<file path="config.mk">
export PLATFORM = sky130hd
export DESIGN_NAME = modular_exponentiation
export DESIGN_NICKNAME = d
export VERILOG_FILES = /design/src/design/mexp_pkg.sv /design/src/design/mexp_modmul.sv /design/src/design/mexp_ctrl.sv /design/src/design/modular_exponentiation.sv
export SDC_FILE = /design/constraint.sdc
export NUM_CORES = 1
export LEC_CHECK = 0
export BUFFER_PORTS_ARGS = -buffer_cell sky130_fd_sc_hd__buf_2
export CORE_MARGIN = 5
export CORE_UTILIZATION = 42
export DETAILED_ROUTE_END_ITERATION = 8
export SYNTH_ARGS = -nofsm -noshare
export SYNTH_HDL_FRONTEND = slang
export SYNTH_SLANG_ARGS = --single-unit
</file>
<file path="constraint.sdc">
create_clock -name clock -period 6.42 [get_ports clock]
set_input_delay 1.284 -clock clock [delete_from_list [all_inputs] [get_ports clock]]
set_output_delay 1.284 -clock clock [all_outputs]
set_load 0.05 [all_outputs]
</file>
<file path="src/design/mexp_pkg.sv">
package mexp_pkg;

   // Width of the payload and configuration data ports.
   localparam int FIELD_BITS = 32;

   // Default operand width of the arithmetic.
   localparam int WORD_BITS_DEFAULT = 32;

   // Configuration register indexes.
   localparam int CSR_INDEX_BITS = 2;
   localparam logic [CSR_INDEX_BITS-1:0] REG_MODULUS  = 2'd0;
   localparam logic [CSR_INDEX_BITS-1:0] REG_EXPONENT = 2'd1;

endpackage

</file>
<file path="src/design/mexp_modmul.sv">
module mexp_modmul #(
   parameter int WORD_BITS = mexp_pkg::WORD_BITS_DEFAULT
) (
   input  logic                 clock,
   input  logic                 reset,
   input  logic                 start,
   input  logic [WORD_BITS-1:0] op_a,
   input  logic [WORD_BITS-1:0] op_b,
   input  logic [WORD_BITS-1:0] modulus,
   output logic                 done,
   output logic [WORD_BITS-1:0] product
);

   localparam int CNT_BITS = $clog2(WORD_BITS);
   localparam logic [CNT_BITS-1:0] LAST_STEP = CNT_BITS'(WORD_BITS - 1);

   logic                 busy_ff, busy_in;
   logic                 done_ff, done_in;
   logic [CNT_BITS-1:0]  cnt_ff, cnt_in;
   logic [WORD_BITS-1:0] mult_ff, mult_in;
   logic [WORD_BITS-1:0] mcand_ff, mcand_in;
   logic [WORD_BITS-1:0] acc_ff, acc_in;

   logic [WORD_BITS-1:0] addend;
   logic [WORD_BITS:0]   sum;
   logic [WORD_BITS:0]   sum_red;
   logic [WORD_BITS:0]   dbl;
   logic [WORD_BITS:0]   dbl_red;
   logic [WORD_BITS:0]   modulus_ext;

   // One bit of the multiplier a step, least significant first. The running
   // sum takes the current multiple of op_b, which doubles every step; both
   // stay below the modulus, so one conditional subtraction reduces each.
   always_comb begin
      modulus_ext = {1'b0, modulus};
      addend      = mult_ff[0] ? mcand_ff : '0;
      sum         = {1'b0, acc_ff} + {1'b0, addend};
      sum_red     = sum - modulus_ext;
      dbl         = {mcand_ff, 1'b0};
      dbl_red     = dbl - modulus_ext;
   end

   // Step sequencing.
   always_comb begin
      busy_in  = busy_ff;
      done_in  = 1'b0;
      cnt_in   = cnt_ff;
      mult_in  = mult_ff;
      mcand_in = mcand_ff;
      acc_in   = acc_ff;
      if (start) begin
         busy_in  = 1'b1;
         cnt_in   = '0;
         mult_in  = op_a;
         mcand_in = op_b;
         acc_in   = '0;
      end else if (busy_ff) begin
         mult_in  = mult_ff >> 1;
         acc_in   = (sum >= modulus_ext) ? sum_red[WORD_BITS-1:0] : sum[WORD_BITS-1:0];
         mcand_in = (dbl >= modulus_ext) ? dbl_red[WORD_BITS-1:0] : dbl[WORD_BITS-1:0];
         cnt_in   = cnt_ff + 1'b1;
         if (cnt_ff == LAST_STEP) begin
            busy_in = 1'b0;
            done_in = 1'b1;
         end
      end
   end

   always_ff @(posedge clock) begin
      if (reset) begin
         busy_ff <= 1'b0;
         done_ff <= 1'b0;
      end else begin
         busy_ff <= busy_in;
         done_ff <= done_in;
      end
   end

   always_ff @(posedge clock) begin
      cnt_ff   <= cnt_in;
      mult_ff  <= mult_in;
      mcand_ff <= mcand_in;
      acc_ff   <= acc_in;
   end

   assign done    = done_ff;
   assign product = acc_ff;

endmodule

</file>
<file path="src/design/mexp_ctrl.sv">
module mexp_ctrl #(
   parameter int WORD_BITS = mexp_pkg::WORD_BITS_DEFAULT
) (
   input  logic                 clock,
   input  logic                 reset,
   input  logic                 start,
   input  logic [WORD_BITS-1:0] base,
   input  logic [WORD_BITS-1:0] modulus,
   input  logic [WORD_BITS-1:0] exponent,
   output logic                 busy,
   output logic                 result_valid,
   output logic [WORD_BITS-1:0] result,
   output logic                 mul_start,
   output logic [WORD_BITS-1:0] mul_a,
   output logic [WORD_BITS-1:0] mul_b,
   input  logic                 mul_done,
   input  logic [WORD_BITS-1:0] mul_product
);

   typedef enum logic [4:0] {
      ST_IDLE   = 5'b00001,
      ST_REDUCE = 5'b00010,
      ST_STEP   = 5'b00100,
      ST_MULT   = 5'b01000,
      ST_SQUARE = 5'b10000
   } state_type;

   state_type            state_ff, state_in;
   logic                 valid_ff, valid_in;
   logic [WORD_BITS-1:0] result_ff, result_in;
   logic [WORD_BITS-1:0] pow_ff, pow_in;
   logic [WORD_BITS-1:0] acc_ff, acc_in;
   logic [WORD_BITS-1:0] exp_ff, exp_in;

   logic [WORD_BITS-1:0] one_mod;
   logic [WORD_BITS-1:0] exp_rest;

   // Sequencer: reduce the base, then scan the exponent from its least
   // significant bit, multiplying on a set bit and squaring after each bit but the highest set one.
   always_comb begin
      state_in  = state_ff;
      valid_in  = 1'b0;
      result_in = result_ff;
      pow_in    = pow_ff;
      acc_in    = acc_ff;
      exp_in    = exp_ff;
      mul_start = 1'b0;
      mul_a     = acc_ff;
      mul_b     = pow_ff;
      one_mod   = (modulus == WORD_BITS'(1)) ? '0 : WORD_BITS'(1);
      exp_rest  = exp_ff >> 1;
      unique case (state_ff)
         ST_IDLE: begin
            if (start) begin
               exp_in = exponent;
               acc_in = WORD_BITS'(1);
               if (exponent == '0) begin
                  // A zero exponent gives one, left unreduced.
                  valid_in  = 1'b1;
                  result_in = WORD_BITS'(1);
               end else begin
                  // The base times one modulo n is the reduced base.
                  mul_start = 1'b1;
                  mul_a     = base;
                  mul_b     = one_mod;
                  state_in  = ST_REDUCE;
               end
            end
         end
         ST_REDUCE: begin
            if (mul_done) begin
               pow_in   = mul_product;
               state_in = ST_STEP;
            end
         end
         ST_STEP: begin
            mul_start = 1'b1;
            if (exp_ff[0]) begin
               mul_a    = acc_ff;
               mul_b    = pow_ff;
               state_in = ST_MULT;
            end else begin
               mul_a    = pow_ff;
               mul_b    = pow_ff;
               exp_in   = exp_rest;
               state_in = ST_SQUARE;
            end
         end
         ST_MULT: begin
            if (mul_done) begin
               acc_in = mul_product;
               exp_in = exp_rest;
               if (exp_rest == '0) begin
                  // Highest set bit done: no further square is needed.
                  valid_in  = 1'b1;
                  result_in = mul_product;
                  state_in  = ST_IDLE;
               end else begin
                  mul_start = 1'b1;
                  mul_a     = pow_ff;
                  mul_b     = pow_ff;
                  state_in  = ST_SQUARE;
               end
            end
         end
         ST_SQUARE: begin
            if (mul_done) begin
               pow_in   = mul_product;
               state_in = ST_STEP;
            end
         end
         default: begin
            state_in = ST_IDLE;
         end
      endcase
   end

   always_ff @(posedge clock) begin
      if (reset) begin
         state_ff <= ST_IDLE;
         valid_ff <= 1'b0;
      end else begin
         state_ff <= state_in;
         valid_ff <= valid_in;
      end
   end

   always_ff @(posedge clock) begin
      result_ff <= result_in;
      pow_ff    <= pow_in;
      acc_ff    <= acc_in;
      exp_ff    <= exp_in;
   end

   assign busy         = (state_ff != ST_IDLE);
   assign result_valid = valid_ff;
   assign result       = result_ff;

endmodule

</file>
<file path="src/design/modular_exponentiation.sv">
// Channel   Ports                                          Direction
// request   start, busy, req_base_value                    in (busy out)
// response  rsp_valid, rsp_power_result                    out
// config    csr_write_enable, csr_index, csr_write_data    in
//
// A beat is taken when start is high and busy is low. With a zero exponent
// the result beat follows in the cycle after the request. Otherwise the
// time to the result is set by the shared bit-serial modular multiplier,
// which forms each product one multiplier bit at a step. busy stays high
// until the result cycle.
// Reset is synchronous and clears the sequencer; modulus returns to 1 and
// exponent to 0. The receiver cannot stall: each result shows for one cycle.
module modular_exponentiation #(
   parameter int WORD_BITS = mexp_pkg::WORD_BITS_DEFAULT
) (
   input  logic                                  clock,
   input  logic                                  reset,
   input  logic                                  start,
   output logic                                  busy,
   input  logic [mexp_pkg::FIELD_BITS-1:0]       req_base_value,
   output logic                                  rsp_valid,
   output logic [mexp_pkg::FIELD_BITS-1:0]       rsp_power_result,
   input  logic                                  csr_write_enable,
   input  logic [mexp_pkg::CSR_INDEX_BITS-1:0]   csr_index,
   input  logic [mexp_pkg::FIELD_BITS-1:0]       csr_write_data
);

   import mexp_pkg::*;

   logic [WORD_BITS-1:0] modulus_ff, modulus_in;
   logic [WORD_BITS-1:0] exponent_ff, exponent_in;
   logic [WORD_BITS-1:0] write_word;

   logic                 mul_start;
   logic [WORD_BITS-1:0] mul_a;
   logic [WORD_BITS-1:0] mul_b;
   logic                 mul_done;
   logic [WORD_BITS-1:0] mul_product;
   logic [WORD_BITS-1:0] result;

   // Configuration registers; a write of a zero modulus is dropped.
   always_comb begin
      write_word  = csr_write_data[WORD_BITS-1:0];
      modulus_in  = modulus_ff;
      exponent_in = exponent_ff;
      if (csr_write_enable) begin
         unique case (csr_index)
            REG_MODULUS: begin
               if (write_word != '0) begin
                  modulus_in = write_word;
               end
            end
            REG_EXPONENT: begin
               exponent_in = write_word;
            end
            default: begin
            end
         endcase
      end
   end

   always_ff @(posedge clock) begin
      if (reset) begin
         modulus_ff  <= WORD_BITS'(1);
         exponent_ff <= '0;
      end else begin
         modulus_ff  <= modulus_in;
         exponent_ff <= exponent_in;
      end
   end

   // Sequencer.
   mexp_ctrl #(
      .WORD_BITS(WORD_BITS)
   ) u_ctrl (
      .clock        (clock),
      .reset        (reset),
      .start        (start),
      .base         (req_base_value[WORD_BITS-1:0]),
      .modulus      (modulus_ff),
      .exponent     (exponent_ff),
      .busy         (busy),
      .result_valid (rsp_valid),
      .result       (result),
      .mul_start    (mul_start),
      .mul_a        (mul_a),
      .mul_b        (mul_b),
      .mul_done     (mul_done),
      .mul_product  (mul_product)
   );

   // Shared modular multiplier.
   mexp_modmul #(
      .WORD_BITS(WORD_BITS)
   ) u_modmul (
      .clock   (clock),
      .reset   (reset),
      .start   (mul_start),
      .op_a    (mul_a),
      .op_b    (mul_b),
      .modulus (modulus_ff),
      .done    (mul_done),
      .product (mul_product)
   );

   assign rsp_power_result = FIELD_BITS'(result);

endmodule

</file>
==> results of run 1 <==
[power breakdown]
| part | total (W) | internal [W] | switching, W |
|---|---|---|---|
| combinational | 0.00704 | 0.00282 | 0.00422 |
| clock | 0.00199 | 0.00111 | 0.000875 |
| sequential | 0.00294 | 0.00263 | 0.000313 |
| total | 0.0120 | 0.00656 | 0.00541 |
[layout make-up]
type | instances | area (sq um) | area share (%)
repair buffers | 127 | 708 | 3.60
well taps | 532 | 666 | 3.38
multi-input cells | 1322 | 8970 | 45.6
flip-flops and latches | 301 | 7950 | 40.4
inverters | 64 | 240 | 1.22
clock buffers | 40 | 895 | 4.55
clock inverters | 24 | 243 | 1.23
[cells in the final DEF, fill, tap and decap left out, types with 22 or more instances in the layout]
cell | synthesis | final
o21ai_1 | 28 | 27
xor2_1 | 28 | 28
mux2i_1 | 68 | 68
nand4_1 | 24 | 24
and3_1 | 25 | 24
o21ai_0 | 71 | 69
nor2_1 | 143 | 140
xnor2_1 | 49 | 49
a21o_1 | 44 | 44
nor4_1 | 36 | 36
nand2_1 | 156 | 155
nand3_1 | 23 | 23
a22o_1 | 32 | 32
a21oi_1 | 165 | 164
inv_1 | 63 | 63
ha_1 | 98 | 98
clkbuf_16 | 0 | 35
a222oi_1 | 32 | 32
and2_1 | 71 | 71
edfxtp_1 | 192 | 192
buf_4 | 1 | 23
buf_2 | 7 | 103
dfxtp_1 | 109 | 108
a211oi_1 | 22 | 22
[worst max-delay path, stage by stage, from the launching register on]
cell       delay, ns
edfxtp_1        0.51
and2_1          0.21
ha_1            0.22
fa_1            0.42
a211oi_1        0.21
o21ai_1         0.17
o221ai_1        0.25
nand2_1         0.25
a2111oi_0       0.61
o21bai_1        0.11
a21oi_1         0.24
xnor2_1         0.20
ha_1            0.35
a21oi_1         0.20
o21ai_0         0.23
a21oi_1         0.23
o41ai_1         0.10
nor3_1          0.30
o211a_1         0.33
buf_12          0.17
nor2_1          0.05
a22oi_1         0.16
a21oi_1         0.09
[worst max-delay path by stage]
stage,from,end,slack (ns),cells past startpoint
5_1_grt,u_modmul.mult_ff[0],u_modmul.product[21],0.23,22
6_report,u_modmul.mult_ff[0],u_modmul.product[21],0.67,22
3_5_place_dp,u_modmul.mult_ff[0],u_modmul.product[21],0.79,22
3_3_place_gp,u_modmul.mult_ff[0],u_modmul.product[21],0.87,22
2_1_floorplan,u_modmul.mult_ff[0],u_modmul.product[18],1.80,22
4_1_cts,u_modmul.mult_ff[0],u_modmul.product[21],0.74,22
[registers in the layout, summed over array words and instances, names as in the netlist]
signal / count
exponent_ff: 32
modulus_ff: 32
u_ctrl.acc_ff: 32
u_ctrl.exp_ff: 32
u_ctrl.pow_ff: 32
u_ctrl.result: 32
u_modmul.mcand_ff: 32
u_modmul.mult_ff: 32
u_modmul.product: 32
u_ctrl.state_ff: 5
u_modmul.cnt_ff: 5
u_ctrl.result_valid: 1
u_modmul.busy_ff: 1
u_modmul.done: 1
[logic make-up (layout without fill, tap and decap cells)]
| logic type | after synthesis | in the layout | share of synthesized area [%] |
|---|---|---|---|
| XOR/XNOR | 77 | 77 | 3.87 |
| AND/OR/NAND/NOR | 555 | 555 | 15.6 |
| multiplexers | 69 | 69 | 3.97 |
| buffers and inverters | 152 | 255 | 3.43 |
| AO/OA/AOI/OAI | 520 | 520 | 20.1 |
| flip-flops | 301 | 301 | 45.6 |
| adder cells (fa/ha/maj) | 101 | 101 | 7.38 |
[through the flow]
step / worst slack (ns) / hold slack, ns
after floorplan: 1.80 / 0.443
after global placement: 0.873 / 0.463
after detailed placement: 0.787 / 0.469
after CTS: 0.737 / 0.477
after global routing: 0.227 / 0.501
final: 0.668 / 0.471
[layer usage]
layer | GRT usage (%) | up-vias | part of all wire (%)
li1 | - | 6828 | -
met1 | 33.1 | 6892 | 46
met2 | 35.5 | 497 | 44
met3 | 3.44 | 100 | 7.0
met4 | 7.79 | 0 | 3.1
met5 | 0 | - | 0
==> impl_metrics.py, run 1 <==
metrics = {
    "synthesis": {
        "ys_top_cells_by_count": "edfxtp_1 (192), a21oi_1 (165), nand2_1 (156)",
        "synthFlopType": "edfxtp_1",
        "synth.most_common_cell": "edfxtp_1",
        "syn_nets": 1946,
        "synth_area_leaders": "edfxtp_1 (33%), dfxtp_1 (13%), ha_1 (7.0%)",
        "synth_area_sq_mm": 0.0174,
        "synth-seq-cells": 301,
        "syn_inst": 1775,
        "yosysTopAreaCell": "edfxtp_1",
        "yosysSeqAreaShare_pct": 45.6,
        "synth_edf_count": 192,
        "syn_avg_cell_area_sq_um": 9.82,
        "synth_cell_types": 84,
        "yosys_warnings": 0,
        "ys_async_sr_fraction_pct": 0,
        "synth_top_cell_area_share_pct": 33.1,
    },
    "flow_run": {
        "drv_cap": 0,
    },
    "power": {
        "p_leak_nw": 7.86,
        "power_w": 0.0120,
        "power_density_mw_per_mm2": 609,
        "peakVddDrop_uv": 491,
    },
    "hold_path": {
        "min_path_type": "flop to flop",
        "hold-path-endpoint": "exponent_ff[20]",
        "hold_depth": 2,
        "hp-start": "exponent_ff[20]",
    },
    "clocking": {
        "cts_tree": "built",
        "cts_buffers": 35,
        "clock_path_buffers": 3,
        "cts_max_level": 2,
        "clock_sinks": 301,
        "clkLatencyLatePin_ns": 0.57,
        "ctsHoldBuffers": 0,
        "cts_setup_buffers": 0,
        "clock-root-buffer": "clkbuf_16",
        "cts_resized": 0,
        "path_clk_slew_ns": 0.07,
    },
    "critical_path": {
        "cp.arrival_ns": 6.17,
        "ff2ff_path_depth": 22,
        "ff2ff_setup_slack_ns": 0.67,
        "rr_startpoint": "u_modmul.mult_ff[0]",
        "r2r-end": "u_modmul.product[21]",
        "worstSetupEndpointType": "flop",
        "worstPathMaxFanout": 13,
        "critPathKind": "flop to flop",
        "cp-start-kind": "flop",
        "crit_required_ns": 6.83,
    },
    "final_layout": {
        "drive_above_1_share_pct": 11.7,
        "n_fill_cell": 3901,
        "nNetsFinal": 2022,
        "area_growth_syn_to_layout_pct": 12.9,
        "utilization_pct": 48.1,
        "fin_area_sq_mm": 0.0197,
        "antenna_cells": 0,
        "fin_cells": 2410,
    },
    "floorplan": {
        "die_w_um": 214,
        "dieHeight_um": 214,
        "ios": 104,
        "start_util_pct": 42.6,
        "core_area_sq_mm": 0.0409,
        "die_area_sq_mm": 0.0457,
        "rows": 74,
    },
    "sta": {
        "maxSlewHeadroom_pct": 19.3,
        "hold_viol_final": 0,
        "rsz0062_at_grt": "false",
        "skew_ns": 0.0200,
        "fmax_mhz": 174,
        "fin_crit_ns": 5.75,
        "finalSetupViolCount": 0,
        "period_share_pct": 89.6,
        "worst_pin_slew_ns": 1.21,
        "setup_tns_ns": 0,
        "slew_viol_final": 0,
    },
    "routing": {
        "via_count": 14317,
        "route.detailed.drc": 0,
        "wl_per_cell_um": 22.1,
        "drt-initial-drc-count": 1152,
        "dr.pass1.iters": 7,
        "viasPerCell": 5.94,
        "drt_wl_total_mm": 53.3,
        "ant_nets": 0,
    },
    "placed_design": {
        "place_congestion": 0.925,
        "placement.io_buffers": 103,
        "placed_cell_area_sq_mm": 0.0185,
        "dp_cells": 2346,
        "hpwl_mm": 38.7,
    },
    "grt": {
        "grt_max_degree": 73,
        "grt.overflow.total": 0,
        "antenna_found_initial": 0,
        "first_global_vias": 13809,
        "grt_util_all_layers_pct": 22.9,
        "grt_pass1_wl_mm": 81.5,
    },
    "outcome": {
        "status": "finished clean",
    },
}
Power figures use the tool's default switching activity.
==> inputs of run 2 (changes only) <==
- CELL_PAD_IN_SITES_DETAIL_PLACEMENT: unset -> 0
- CELL_PAD_IN_SITES_GLOBAL_PLACEMENT: unset -> 1
- PLACE_DENSITY_LB_ADDON: unset -> 0.1
==> run 2 against run 1 <==
Clock-buffer cell count grew 10. Largest cell class unchanged. Clock skew increased by 0.0027 ns. Final area is 0.20% lower. Sequential power up 1%. Critical path depth unchanged. Highest routed layer unchanged. Combinational power shrank 2.8%. Utilization shrank 0.098 points. Via count down 2.9%. Maximum frequency down 4.0%. Wire length shrank 3.8%. Sequential share of layout area grew 0.083 points. Setup slack worse by 0.24 ns.
==> impl_metrics.py, run 2 (synthesized netlist as in run 1, its figures left out) <==
metrics = {
    "critical_path": {
        "critPathKind": "flop to flop",
        "worstSetupEndpointType": "flop",
        "cp-start-kind": "flop",
        "crit_chain": "and2_1 -> ha_1 -> fa_1 -> a211oi_1 -> o21ai_1 -> o221ai_1 -> nand2_1 -> a2111oi_0 -> o21bai_1 -> a21oi_1 -> xnor2_1 -> ha_1 -> a21oi_1 -> o21ai_0 -> a21oi_1 -> o41ai_1 -> nor3_1 -> o211ai_4 -> buf_4 -> nand3_1 -> o22a_1 -> o311a_1",
        "critPathMaxStageDelay_ns": 0.59,
        "ff2ff_setup_slack_ns": 0.43,
        "crit_required_ns": 6.91,
        "r2r-end": "u_modmul.product[28]",
        "rr_startpoint": "u_modmul.mcand_ff[0]",
        "cp.arrival_ns": 6.48,
        "cpMostUsedCell": "a21oi_1",
        "cpMaxStageDelayCell": "a2111oi_0",
        "ff2ff_path_depth": 22,
        "worstPathMaxFanout": 25,
    },
    "sta": {
        "whs_ns": 0.468,
        "maxSlewHeadroom_pct": 28.9,
        "timing.final.ws_setup_ns": 0.427,
        "skew_ns": 0.0227,
        "setup_tns_ns": 0,
        "period_share_pct": 93.3,
        "worst_pin_slew_ns": 1.06,
        "slew_viol_final": 0,
        "rsz0062_at_grt": "false",
        "hold_viol_final": 0,
        "fin_crit_ns": 5.99,
        "fmax_mhz": 167,
        "finalSetupViolCount": 0,
    },
    "clocking": {
        "clkLatencyLatePin_ns": 0.54,
        "cts_setup_buffers": 0,
        "clock_sinks": 301,
        "cts_resized": 0,
        "path_clk_slew_ns": 0.06,
        "cts_tree": "built",
        "ctsHoldBuffers": 0,
        "cts_max_level": 2,
        "cts_buffers": 36,
        "clock-root-buffer": "clkbuf_16",
        "clock_path_buffers": 3,
    },
    "floorplan": {
        "start_util_pct": 42.6,
        "die_area_sq_mm": 0.0457,
        "die_w_um": 214,
        "core_area_sq_mm": 0.0409,
        "ios": 104,
        "dieHeight_um": 214,
        "rows": 74,
    },
    "hold_path": {
        "hold_depth": 2,
        "hp-start": "exponent_ff[13]",
        "hold-path-endpoint": "exponent_ff[13]",
        "min_path_type": "flop to flop",
    },
    "grt": {
        "grt.overflow.total": 0,
        "grt_busiest_layer": "met2",
        "grt_pass1_wl_mm": 79.1,
        "first_global_vias": 13710,
        "grt_max_degree": 79,
        "grtUsageMet1_pct": 32.8,
        "antenna_found_initial": 0,
        "grt_util_all_layers_pct": 22.2,
        "use_met2_pct": 34.5,
        "use_met3_pct": 3.57,
    },
    "final_layout": {
        "drive_above_1_share_pct": 11.3,
        "area_growth_syn_to_layout_pct": 12.7,
        "fin_cells": 2407,
        "final_cell_mix": "edfxtp_1 (192), a21oi_1 (164), nand2_1 (155), nor2_1 (140), dfxtp_1 (108)",
        "layout_commonest_cell": "edfxtp_1",
        "antenna_cells": 0,
        "nNetsFinal": 2022,
    },
    "routing": {
        "wl_per_cell_um": 21.3,
        "viasPerCell": 5.77,
        "drt-initial-drc-count": 1308,
        "dr.pass1.iters": 6,
        "route.detailed.drc": 0,
        "drt_wl_total_mm": 51.3,
        "via_count": 13896,
        "ant_nets": 0,
    },
    "power": {
        "peakVddDrop_uv": 207,
        "p_leak_nw": 7.85,
        "power_density_mw_per_mm2": 599,
    },
    "outcome": {
        "status": "finished clean",
    },
    "placed_design": {
        "dp_cells": 2345,
        "placement.io_buffers": 103,
        "place_congestion": 0.881,
        "hpwl_mm": 38.5,
        "post-place-ws_ns": 0.532,
    },
    "flow_run": {
        "drv_cap": 0,
    },
}
-- run 2: cell type report --
type,instances,area (sq um)
Clock buffer,50,1000
Tap cell,532,666
Fill cell,3956,21300
Timing Repair Buffer,126,701
Clock inverter,12,98.8
Multi-Input combinational cell,1322,8970
Sequential cell,301,7950
Inverter,64,240
-- run 2: metal layers --
layer | share of wire, % | wire length [um]
met1 | 49 | 25400
met2 | 43 | 22200
met3 | 5.2 | 2680
met4 | 2.0 | 1050
met5 | 0 | 0
-- run 2: power by group --
| part | total, W | switching, W | leakage [nW] | internal, W |
|---|---|---|---|---|
| Combinational | 0.00684 | 0.00406 | 4.56 | 0.00278 |
| Clock | 0.00194 | 0.000800 | 0.535 | 0.00113 |
| Sequential | 0.00298 | 0.000349 | 2.76 | 0.00263 |
-- run 2: how the worst max path moves through the flow --
stage,startpoint,end,depth (start not counted)
floorplan,u_modmul.mult_ff[0],u_modmul.product[18],22
global placement,u_modmul.mult_ff[0],u_modmul.product[9],21
detailed placement,u_modmul.mult_ff[0],u_modmul.product[9],21
CTS,u_modmul.mult_ff[0],u_modmul.product[21],21
global route,u_modmul.mult_ff[0],u_modmul.product[20],22
finish,u_modmul.mcand_ff[0],u_modmul.product[28],22
-- run 2: metrics by stage --
stage / power [W] / instance area [sq um] / util (%)
2_1_floorplan: 0.00815 / 17400 / -
3_3_place_gp: 0.00974 / 18500 / 45.3
3_5_place_dp: 0.00976 / 18500 / 45.3
4_1_cts: 0.0117 / 19600 / 48.0
5_1_grt: 0.0127 / 19600 / 48.0
6_report: 0.0118 / 19600 / 48.0
-- run 2: critical path, delay by kind of cell, from the launching register on --
| kind | cells | cell delay [ns] |
|---|---|---|
| adders and majority gates | 3 | 1.01 |
| and+or+nand+nor | 4 | 0.94 |
| buffers and inverters | 1 | 0.32 |
| xor gates and xnor gates | 1 | 0.19 |
| AOI/OAI and AO/OA | 13 | 3.06 |
| DFF | 1 | 0.42 |
